--- src/design/x86_alu_shift_lazy_flags_defines.svh ---
// Assertion macros for the x86 ALU/shifter block.
// Included by the top level; no other dependencies.
`ifndef X86_ALU_SHIFT_LAZY_FLAGS_DEFINES_SVH
`define X86_ALU_SHIFT_LAZY_FLAGS_DEFINES_SVH
`ifndef ASSERT_OFF
`define ASSERT_IMPLIES(label, ante, cons, msg) \
  label: assert property (@(posedge clk) disable iff (!rst_n) (ante) |-> (cons)) else $error(msg);
`define ASSERT_NEXT(label, ante, cons, msg) \
  label: assert property (@(posedge clk) disable iff (!rst_n) (ante) |=> (cons)) else $error(msg);
`else
`define ASSERT_IMPLIES(label, ante, cons, msg)
`define ASSERT_NEXT(label, ante, cons, msg)
`endif
`endif

--- src/design/xalu_pkg.sv ---
// Shared types and codes for the x86 ALU/shifter block.
// No dependencies.
package xalu_pkg;
  typedef enum logic [3:0] {
    LK_NONE = 4'd0, LK_ADD = 4'd1, LK_BIT = 4'd2, LK_ADC = 4'd3, LK_SBB = 4'd4,
    LK_SUB = 4'd5, LK_SHL = 4'd6, LK_SHR = 4'd7, LK_SAR = 4'd8
  } lazy_kind_t;

  localparam logic [2:0] OP_ADD = 3'd0, OP_OR = 3'd1, OP_ADC = 3'd2, OP_SBB = 3'd3;
  localparam logic [2:0] OP_AND = 3'd4, OP_SUB = 3'd5, OP_XOR = 3'd6;
  localparam logic [2:0] OP_ROL = 3'd0, OP_ROR = 3'd1, OP_RCL = 3'd2, OP_RCR = 3'd3;
  localparam logic [2:0] OP_SHL = 3'd4, OP_SHR = 3'd5, OP_SAL = 3'd6, OP_SAR = 3'd7;
  localparam logic [1:0] WS_8 = 2'd0, WS_16 = 2'd1;

  // stage 1 -> stage 2
  typedef struct packed {
    logic        action;
    logic [2:0]  op;
    logic [1:0]  ws;
    logic [31:0] d;
    logic [31:0] s;
    logic        cin;
    logic        s_nz;
    logic [4:0]  c;
    logic [5:0]  n;     // rotate amount (mod w or mod w+1)
  } s1_t;

  typedef struct packed {
    logic [31:0] res;
    logic        wr;
    logic        dir;
    logic        co;
    logic        ov;
    lazy_kind_t  kind;
    logic        w1;
    logic [31:0] op1;
    logic        w2;
    logic [31:0] op2;
    logic [1:0]  ws;
  } s2_t;

  function automatic logic [31:0] sext(input logic [31:0] v, input logic [1:0] ws);
    logic [31:0] r;
    case (ws)
      WS_8:    r = {{24{v[7]}}, v[7:0]};
      WS_16:   r = {{16{v[15]}}, v[15:0]};
      default: r = v;
    endcase
    return r;
  endfunction
endpackage

--- src/design/x86_alu_shift_lazy_flags.sv ---
// x86 ALU/shifter top level: three-stage pipeline ending in an output register.
// Depends on xalu_pkg and x86_alu_shift_lazy_flags_defines.svh.
// One operation per cycle while the output is not stalled.
// Stage 1 masks operands to the width and reduces the shift/rotate count
// (mod w, or mod w+1 for rotate-through-carry, via a small compare/subtract).
// Stage 2 runs the adder or the 64-bit shifter and forms flags and the lazy
// record. Stage 3 sign-extends the lazy result and holds it for the consumer.
// A stall freezes all stages together; in_tready is high whenever the output
// register is empty or being drained.
`include "x86_alu_shift_lazy_flags_defines.svh"
module x86_alu_shift_lazy_flags
  import xalu_pkg::*;
(
  input  logic         clk,
  input  logic         rst_n,
  input  logic         in_tvalid,
  output logic         in_tready,
  // [31:0] dest_value, [63:32] source_value, [64] carry_in, rest zero
  input  logic [71:0]  in_tdata,
  // [0] action, [3:1] op_code, [5:4] width_sel
  input  logic [5:0]   in_tuser,
  output logic         out_tvalid,
  input  logic         out_tready,
  // [31:0] new_dest, [32] dest_written, [33] direct_flags, [34] carry_out,
  // [35] overflow_out, [39:36] lazy_kind, [40] lazy_op1_written, [72:41] lazy_op1,
  // [73] lazy_op2_written, [105:74] lazy_op2, [137:106] lazy_result, rest zero
  output logic [143:0] out_tdata
);
  logic adv;
  logic v1_r, v2_r, v3_r;
  s1_t  s1_r, s1_nxt;
  s2_t  s2_r, s2_nxt;
  logic [137:0] o_r, o_nxt;

  assign adv        = !v3_r || out_tready;
  assign in_tready  = adv;
  assign out_tvalid = v3_r;
  assign out_tdata  = {6'd0, o_r};

  // stage 1: masking and count reduction
  always_comb begin
    logic [31:0] mask;
    logic [5:0]  m;
    logic [5:0]  w1p;
    mask = (in_tuser[5:4] == WS_8) ? 32'hFF :
           (in_tuser[5:4] == WS_16) ? 32'hFFFF : 32'hFFFF_FFFF;
    s1_nxt.action = in_tuser[0];
    s1_nxt.op     = in_tuser[3:1];
    s1_nxt.ws     = in_tuser[5:4];
    s1_nxt.d      = in_tdata[31:0] & mask;
    s1_nxt.s      = in_tdata[63:32] & mask;
    s1_nxt.cin    = in_tdata[64];
    s1_nxt.s_nz   = s1_nxt.s != 32'd0;
    s1_nxt.c      = s1_nxt.s[4:0];
    w1p = (s1_nxt.ws == WS_8) ? 6'd9 : (s1_nxt.ws == WS_16) ? 6'd17 : 6'd33;
    m = {1'b0, s1_nxt.c};
    if (s1_nxt.op == OP_RCL || s1_nxt.op == OP_RCR) begin
      if (m >= w1p) m = m - w1p;
      if (m >= w1p) m = m - w1p;
      if (m >= w1p) m = m - w1p;
    end else begin
      m = (s1_nxt.ws == WS_8) ? {3'd0, m[2:0]} :
          (s1_nxt.ws == WS_16) ? {2'd0, m[3:0]} : m;
    end
    s1_nxt.n = m;
  end

  // stage 2: operation
  always_comb begin
    logic [31:0] d, s, res, mask, sd;
    logic [5:0]  w, n;
    logic [4:0]  wt, wt2;   // top bit index and the one below it
    logic [63:0] x, r64;
    logic [32:0] sum;
    logic [4:0]  c;
    d = s1_r.d; s = s1_r.s; n = s1_r.n; c = s1_r.c;
    w = (s1_r.ws == WS_8) ? 6'd8 : (s1_r.ws == WS_16) ? 6'd16 : 6'd32;
    wt  = w[4:0] - 5'd1;
    wt2 = w[4:0] - 5'd2;
    mask = (s1_r.ws == WS_8) ? 32'hFF : (s1_r.ws == WS_16) ? 32'hFFFF : 32'hFFFF_FFFF;
    x = {32'd0, d};
    sd = sext(d, s1_r.ws);
    res = d;
    sum = 33'd0;
    r64 = 64'd0;
    s2_nxt = '0;
    s2_nxt.ws = s1_r.ws;
    s2_nxt.kind = LK_NONE;
    if (!s1_r.action) begin
      case (s1_r.op)
        OP_ADD: begin
          sum = {1'b0, d} + {1'b0, s}; res = sum[31:0] & mask;
          s2_nxt.w2 = 1'b1; s2_nxt.op2 = s; s2_nxt.kind = LK_ADD;
        end
        OP_OR: begin res = d | s; s2_nxt.kind = LK_BIT; end
        OP_ADC: begin
          sum = {1'b0, d} + {1'b0, s} + {32'd0, s1_r.cin}; res = sum[31:0] & mask;
          s2_nxt.w1 = 1'b1; s2_nxt.op1 = d; s2_nxt.w2 = 1'b1; s2_nxt.op2 = s;
          s2_nxt.kind = LK_ADC;
        end
        OP_SBB: begin
          sum = {1'b0, d} - {1'b0, s} - {32'd0, s1_r.cin}; res = sum[31:0] & mask;
          s2_nxt.w1 = 1'b1; s2_nxt.op1 = d; s2_nxt.w2 = 1'b1; s2_nxt.op2 = s;
          s2_nxt.kind = LK_SBB;
        end
        OP_AND: begin res = d & s; s2_nxt.kind = LK_BIT; end
        OP_SUB: begin
          sum = {1'b0, d} - {1'b0, s}; res = sum[31:0] & mask;
          s2_nxt.w2 = 1'b1; s2_nxt.op2 = s; s2_nxt.kind = LK_SUB;
        end
        OP_XOR: begin res = d ^ s; s2_nxt.kind = LK_BIT; end
        default: ;
      endcase
      s2_nxt.wr = s2_nxt.kind != LK_NONE;
    end else if (s1_r.s_nz) begin
      s2_nxt.wr = 1'b1;
      case (s1_r.op)
        OP_ROL: begin
          if (n != 6'd0) begin
            r64 = (x << n) | (x >> (w - n)); res = r64[31:0] & mask;
          end
          if (c != 5'd0) begin
            s2_nxt.dir = 1'b1; s2_nxt.co = res[0];
            s2_nxt.ov = res[0] ^ res[wt];
          end
        end
        OP_ROR: begin
          if (n != 6'd0) begin
            r64 = (x >> n) | (x << (w - n)); res = r64[31:0] & mask;
          end
          if (c != 5'd0) begin
            s2_nxt.dir = 1'b1; s2_nxt.co = res[wt];
            s2_nxt.ov = res[wt] ^ res[wt2];
          end
        end
        OP_RCL: begin
          if (n != 6'd0) begin
            r64 = (x << n) | ({63'd0, s1_r.cin} << (n - 6'd1)) | (x >> (w + 6'd1 - n));
            res = r64[31:0] & mask;
            s2_nxt.co = x[w - n]; s2_nxt.ov = s2_nxt.co ^ res[wt];
            s2_nxt.dir = 1'b1;
          end
        end
        OP_RCR: begin
          if (n != 6'd0) begin
            r64 = (x >> n) | ({63'd0, s1_r.cin} << (w - n)) | (x << (w + 6'd1 - n));
            res = r64[31:0] & mask;
            s2_nxt.co = x[n - 6'd1];
            s2_nxt.ov = res[wt] ^ res[wt2];
            s2_nxt.dir = 1'b1;
          end
        end
        OP_SHL, OP_SAL, OP_SHR, OP_SAR: begin
          if (c != 5'd0) begin
            s2_nxt.w1 = 1'b1; s2_nxt.w2 = 1'b1; s2_nxt.op2 = {27'd0, c};
            if (s1_r.op == OP_SHR) begin
              res = d >> c; s2_nxt.op1 = d; s2_nxt.kind = LK_SHR;
            end else if (s1_r.op == OP_SAR) begin
              res = 32'($signed(sd) >>> c) & mask; s2_nxt.op1 = sd;
              s2_nxt.kind = LK_SAR;
            end else begin
              res = (d << c) & mask; s2_nxt.op1 = d; s2_nxt.kind = LK_SHL;
            end
          end
        end
        default: ;
      endcase
    end
    s2_nxt.res = res;
  end

  // stage 3: lazy result sign extension and packing
  always_comb begin
    o_nxt = {(s2_r.kind != LK_NONE) ? sext(s2_r.res, s2_r.ws) : 32'd0,
             s2_r.op2, s2_r.w2, s2_r.op1, s2_r.w1, s2_r.kind,
             s2_r.ov, s2_r.co, s2_r.dir, s2_r.wr, s2_r.res};
  end

  always_ff @(posedge clk) begin
    if (!rst_n) begin
      v1_r <= 1'b0; v2_r <= 1'b0; v3_r <= 1'b0;
    end else if (adv) begin
      v1_r <= in_tvalid; v2_r <= v1_r; v3_r <= v2_r;
    end
  end

  always_ff @(posedge clk) begin
    if (adv) begin
      s1_r <= s1_nxt; s2_r <= s2_nxt; o_r <= o_nxt;
    end
  end

  `ASSERT_NEXT(a_stall_hold, out_tvalid && !out_tready, out_tvalid && $stable(out_tdata), "result changed while stalled")
  `ASSERT_IMPLIES(a_ready, !out_tvalid, in_tready, "not ready with empty output")
  `ASSERT_IMPLIES(a_lazy_zero, out_tvalid && out_tdata[39:36] == LK_NONE, out_tdata[137:106] == 32'd0, "lazy result without kind")
endmodule

--- config.mk ---
export PLATFORM = sky130hd
export DESIGN_NAME = x86_alu_shift_lazy_flags
export DESIGN_NICKNAME = d
export VERILOG_FILES = /design/src/design/xalu_pkg.sv /design/src/design/x86_alu_shift_lazy_flags.sv
export VERILOG_INCLUDE_DIRS = /design/src /design/src/design
export SDC_FILE = /design/constraint.sdc
export NUM_CORES = 2
export LEC_CHECK = 0
export ABC_CLOCK_PERIOD_IN_PS = 13950
export BUFFER_PORTS_ARGS = -buffer_cell sky130_fd_sc_hd__clkbuf_2
export CAP_MARGIN = 0
export CELL_PAD_IN_SITES_DETAIL_PLACEMENT = 0
export CELL_PAD_IN_SITES_GLOBAL_PLACEMENT = 1
export CORE_AREA = 2 2 281 283
export DETAILED_ROUTE_END_ITERATION = 8
export DIE_AREA = 0 0 283 285
export PLACE_DENSITY = 0.86
export SLEW_MARGIN = 20
export SYNTH_ARGS = -nofsm -noshare
export SYNTH_HDL_FRONTEND = slang
export SYNTH_SLANG_ARGS = --single-unit
--- constraint.sdc ---
create_clock -name clk -period 13.95 [get_ports clk]
set_clock_uncertainty 0.05 [all_clocks]
set_input_delay 1.395 -clock clk [delete_from_list [all_inputs] [get_ports clk]]
set_output_delay 1.395 -clock clk [all_outputs]
set_load 0.05 [all_outputs]
* Yosys cells after proc, flatten, opt, wreduce, memory -nomap -nowiden
Index checks and enable logic that the tools add are counted.
** Word-level totals
- Flip-flop bits (word level) :: 332
- Word-level logic and storage cells :: 179
** Operators by class
- Add/sub/neg operators :: 13
- $lt $le $gt $ge :: 7
- Equality and inequality tests :: 12
- Shift-type cells :: 11
- Mux-type cells :: 69
- Bitwise operators :: 25
- Reduce and logical (&&, ||, !) cells :: 17
** Operators by type and width (number)
- 2-to-1 mux 32 bit :: 21
- AND 32 bit :: 13
- bitwise OR 32 bit :: 7
- case mux 32 bit (7 select lines) :: 1
- 2-to-1 mux 70 bit :: 3
- case mux 32 bit (5 select lines) :: 1
- case mux 32 bit (2 select lines) :: 2
- << shifter 32 x 6 -> 32 bit :: 3
- right shift 32 x 6 -> 32 bit :: 3
- 2-to-1 mux 74 bit :: 1
- 2-to-1 mux 33 bit :: 2
- << shifter 1 x 6 -> 32 bit :: 2
- 2-to-1 mux 6 bit :: 10
- adder 32 x 1 -> 32 bit :: 1
- adder 32 bit :: 1
- nonzero test 32 bit :: 1
- << shifter 32 x 5 -> 32 bit :: 1
- right shift 32 x 5 -> 32 bit :: 1
- >>> shifter 32 x 5 -> 32 bit :: 1
- subtractor 32 x 1 -> 32 bit :: 1
- subtractor 32 bit :: 1
- XOR 32 bit :: 1
- binary-select mux 1 bit (select 5 bit) :: 6
- subtractor 6 bit :: 4
- 32 further kinds :: 66

* Logic depth before layout (Yosys ltp)
- Depth in word-level cells :: 18
- Gate-level depth with buffers :: 25
- Depth with buffers taken out :: 22

* Worst setup path after synthesis
No wires, ideal clock.
- Kind :: input to output
- From :: in out_tready
- To :: out in_tready
- Arrival time :: 9.562 ns
- Data required time :: 12.505 ns
- Path slack :: 2.943 ns
- Stages on the path :: 1
- Path through :: nand2b_1
** On the way
- Word-level cells in the longest chain between the ends :: 1
** RTL lines
- start, declared :: line x86_alu_shift_lazy_flags.sv:23 : input logic out_tready,
- logical OR 1 bit :: line x86_alu_shift_lazy_flags.sv:35 : assign adv = !v3_r || out_tready;
- end, declared :: line x86_alu_shift_lazy_flags.sv:17 : output logic in_tready,
Every way passes these cells.

==> flow_summary.yaml <==
clock_network:
  h-tree-depth: 2
  tritoncts: "done"
  cts.sinks: 327
  hold_buffers: 0
  cts_resized: 0
  clkTransAtPathRegs_ns: 0.06
  cts_buffers: 38
  postCtsSetupBuffers: 0
  clock-root-buffer: "clkbuf_16"
  cts_max_path_buffers: 3
  clk_latency_ns: 0.59
grt:
  antenna_found_initial: 21
  gr-usage-all-layers: 0.492
  grt_max_degree: 153
  first_global_vias: 37600
  grt_pass1_wl_um: 286000
  grt_overflow: 0
power_and_ir_drop:
  p_sw_frac: 0.525
  combPwrFrac: 0.623
  peakVddDrop_uv: 182
  internal_power_w: 0.00288
  p_sw_w: 0.00318
  leakage_nw: 15.8
  power.density_mw_per_mm2: 150
  seq_power_share: 0.213
  pwr-share-clk: 0.164
setup_path:
  startpoint_type: "input port"
  critPathCaptureType: "flop"
  crit_start: "in_tuser[5]"
  path_max_fanout: 40
  critical_path_arrival_ns: 7.46
  critPathRequiredTime_ns: 14.23
  r2r_start: "s1_r[14]$_DFFE_PP_"
  critical_path_class: "in2reg"
sta:
  rsz0062_at_grt: "no"
  fmax_ghz: 0.139
  slew_viol_final: 0
  tightest_slew_ns: 1.15
  post-route-min-period_ns: 7.18
  finalCritPeriodShare: 0.515
  slew_headroom: 0.209
  setup_tns_ns: 0
  finalSetupViolCount: 0
  finalHoldViolCount: 0
  timing.hold.ws_ns: 0.363
yosys:
  synth-edff-count: 324
  netlist_top_cells_area: "edfxtp_1, mux2i_1, mux4_2, a21oi_1, nor2_1"
  synthCells: 4469
  syn_area_per_cell_um2: 8.29
  ys_seq_area_frac: 0.264
  synth.distinct_cells: 97
  yosysTopAreaCell: "edfxtp_1"
  yosys.area.top_type_share: 0.263
  ys_warn_count: 0
  synth-async-reset-ratio: 0
  synth-seq-cells: 327
  syn_area_mm2: 0.0370
  ys.flop_type: "edfxtp_1"
routing:
  postRouteAntennaNets: 0
  drt-total-wl_um: 205000
  drt_iter0_markers: 7324
  num_vias: 41200
  drc: 0
  wl_per_cell_um: 37.0
  routed_via_density: 7.42
  first_pass_iters: 7
floorplan:
  rows: 103
  die_w_um: 283
  start_util: 0.475
  dieArea_mm2: 0.0807
  core_area_mm2: 0.0780
  die_h_um: 285
  io_pins: 228
final_layout:
  final_cell_mix: "nor2_1, nand2_1, a21oi_1, o21ai_0, edfxtp_1"
  design_area_mm2: 0.0404
  final_common_cell: "nor2_1"
  syn2layout_area_growth_pct: 9.11
  drive_gt1_frac: 0.160
  finish.utilization: 0.518
  fillers: 7395
  instances_no_fill: 5549
  nets: 4658
place:
  numPortBuffers: 214
  place.gp.congestion: 1.12
  dp_cells: 5466
  dp_hpwl_um: 146000
  place_area_mm2: 0.0391
flow_run:
  maxCapViolCount: 0
worst_hold_path:
  min_path_type: "reg2reg"
  worstHoldStart: "o_nxt[69]$_DFFE_PP_"
status:
  status: "finished, final reports clean"
[cell type report]
cell class	count	area, um2	share of cell area
tap	1050	1310	0.0325
multi-input combinational	3584	25300	0.626
antenna	14	35.0	0.000867
inverter	142	536	0.0132
timing repair buffer	363	2210	0.0548
clock inverter	20	205	0.00508
sequential	327	9790	0.242
clock buffer	49	1030	0.0256
[state kept, by name, summed over array words and instances, names as in the netlist]
name / flops
o_r: 138
o_nxt: 106
s1_r: 78
s2_r: 2
out_tvalid: 1
v1_r: 1
v2_r: 1
[worst max-delay path: stages]
cell,delay [ns]
clkbuf_2,0.39
or2_2,0.64
ha_1,0.42
nand3b_1,0.11
o22ai_1,0.61
inv_1,0.25
o31ai_1,0.41
ha_1,0.28
a2111oi_0,0.07
nand4b_1,0.24
a31oi_1,0.75
a21oi_1,0.20
ha_1,0.43
and3_1,0.22
a211oi_2,0.58
a21oi_1,0.16
mux2_2,0.28
[through the flow]
step,setup slack [ns],total power [W]
6_report,6.77,0.00606
5_1_grt,6.09,0.00617
4_1_cts,6.47,0.00584
3_5_place_dp,5.87,0.00484
3_3_place_gp,5.97,0.00485
2_1_floorplan,2.94,0.00355
[final timing paths]
| kind | end | cells after the start | slack [ns] |
|---|---|---|---|
| worst max-delay path | s1_r[1]$_DFFE_PP_ | 17 | 6.77 |
| worst min-delay path | o_r[69]$_DFFE_PP_ | 0 | 0.36 |
| worst max register to register | o_nxt[27]$_DFFE_PP_ | 16 | 6.99 |
| worst min register to register | o_r[69]$_DFFE_PP_ | 0 | 0.36 |
[cell usage after synthesis, types with 73 or more instances]
| cell | count |
|---|---|
| o21ai_0 | 335 |
| o22ai_1 | 86 |
| mux4_2 | 123 |
| and2_1 | 73 |
| a211oi_1 | 74 |
| nand3_1 | 78 |
| ha_1 | 118 |
| clkbuf_1 | 334 |
| nand2_1 | 424 |
| mux2i_1 | 285 |
| a21oi_1 | 363 |
| o211ai_1 | 101 |
| inv_1 | 134 |
| edfxtp_1 | 324 |
| xnor2_1 | 73 |
| nor2_1 | 453 |
| nor3_1 | 104 |
| mux2_2 | 107 |
[logic make-up (layout without fill, tap and decap cells)]
family / Yosys count / after routing / synth area share
other cells: 1 / 20 / 0.000101
buf+inv: 563 / 574 / 0.0583
simple gates: 1376 / 1376 / 0.171
mux: 515 / 515 / 0.184
xor+xnor: 93 / 93 / 0.0220
flops: 327 / 327 / 0.264
fa+ha+maj: 120 / 120 / 0.0409
compound gates: 1474 / 1474 / 0.260
[layer usage]
layer	routed length, um	track usage	vias up
met1	74300	0.628	19700
met3	28400	0.149	926
met2	83300	0.703	3574
met4	19300	0.361	16
li1	-	-	17000
met5	109	0	-
[power by group through the flow]
| stage | registers [W] | logic, W | clock network, W |
|---|---|---|---|
| after detailed placement | 0.00131 | 0.00353 | 0 |
| final | 0.00129 | 0.00378 | 0.000995 |
| after global placement | 0.00130 | 0.00354 | 0 |
| after floorplan | 0.00154 | 0.00202 | 0 |
| after global routing | 0.00130 | 0.00383 | 0.00104 |
| after CTS | 0.00129 | 0.00355 | 0.00100 |
Note: power is estimated with default switching activity, not from simulation.
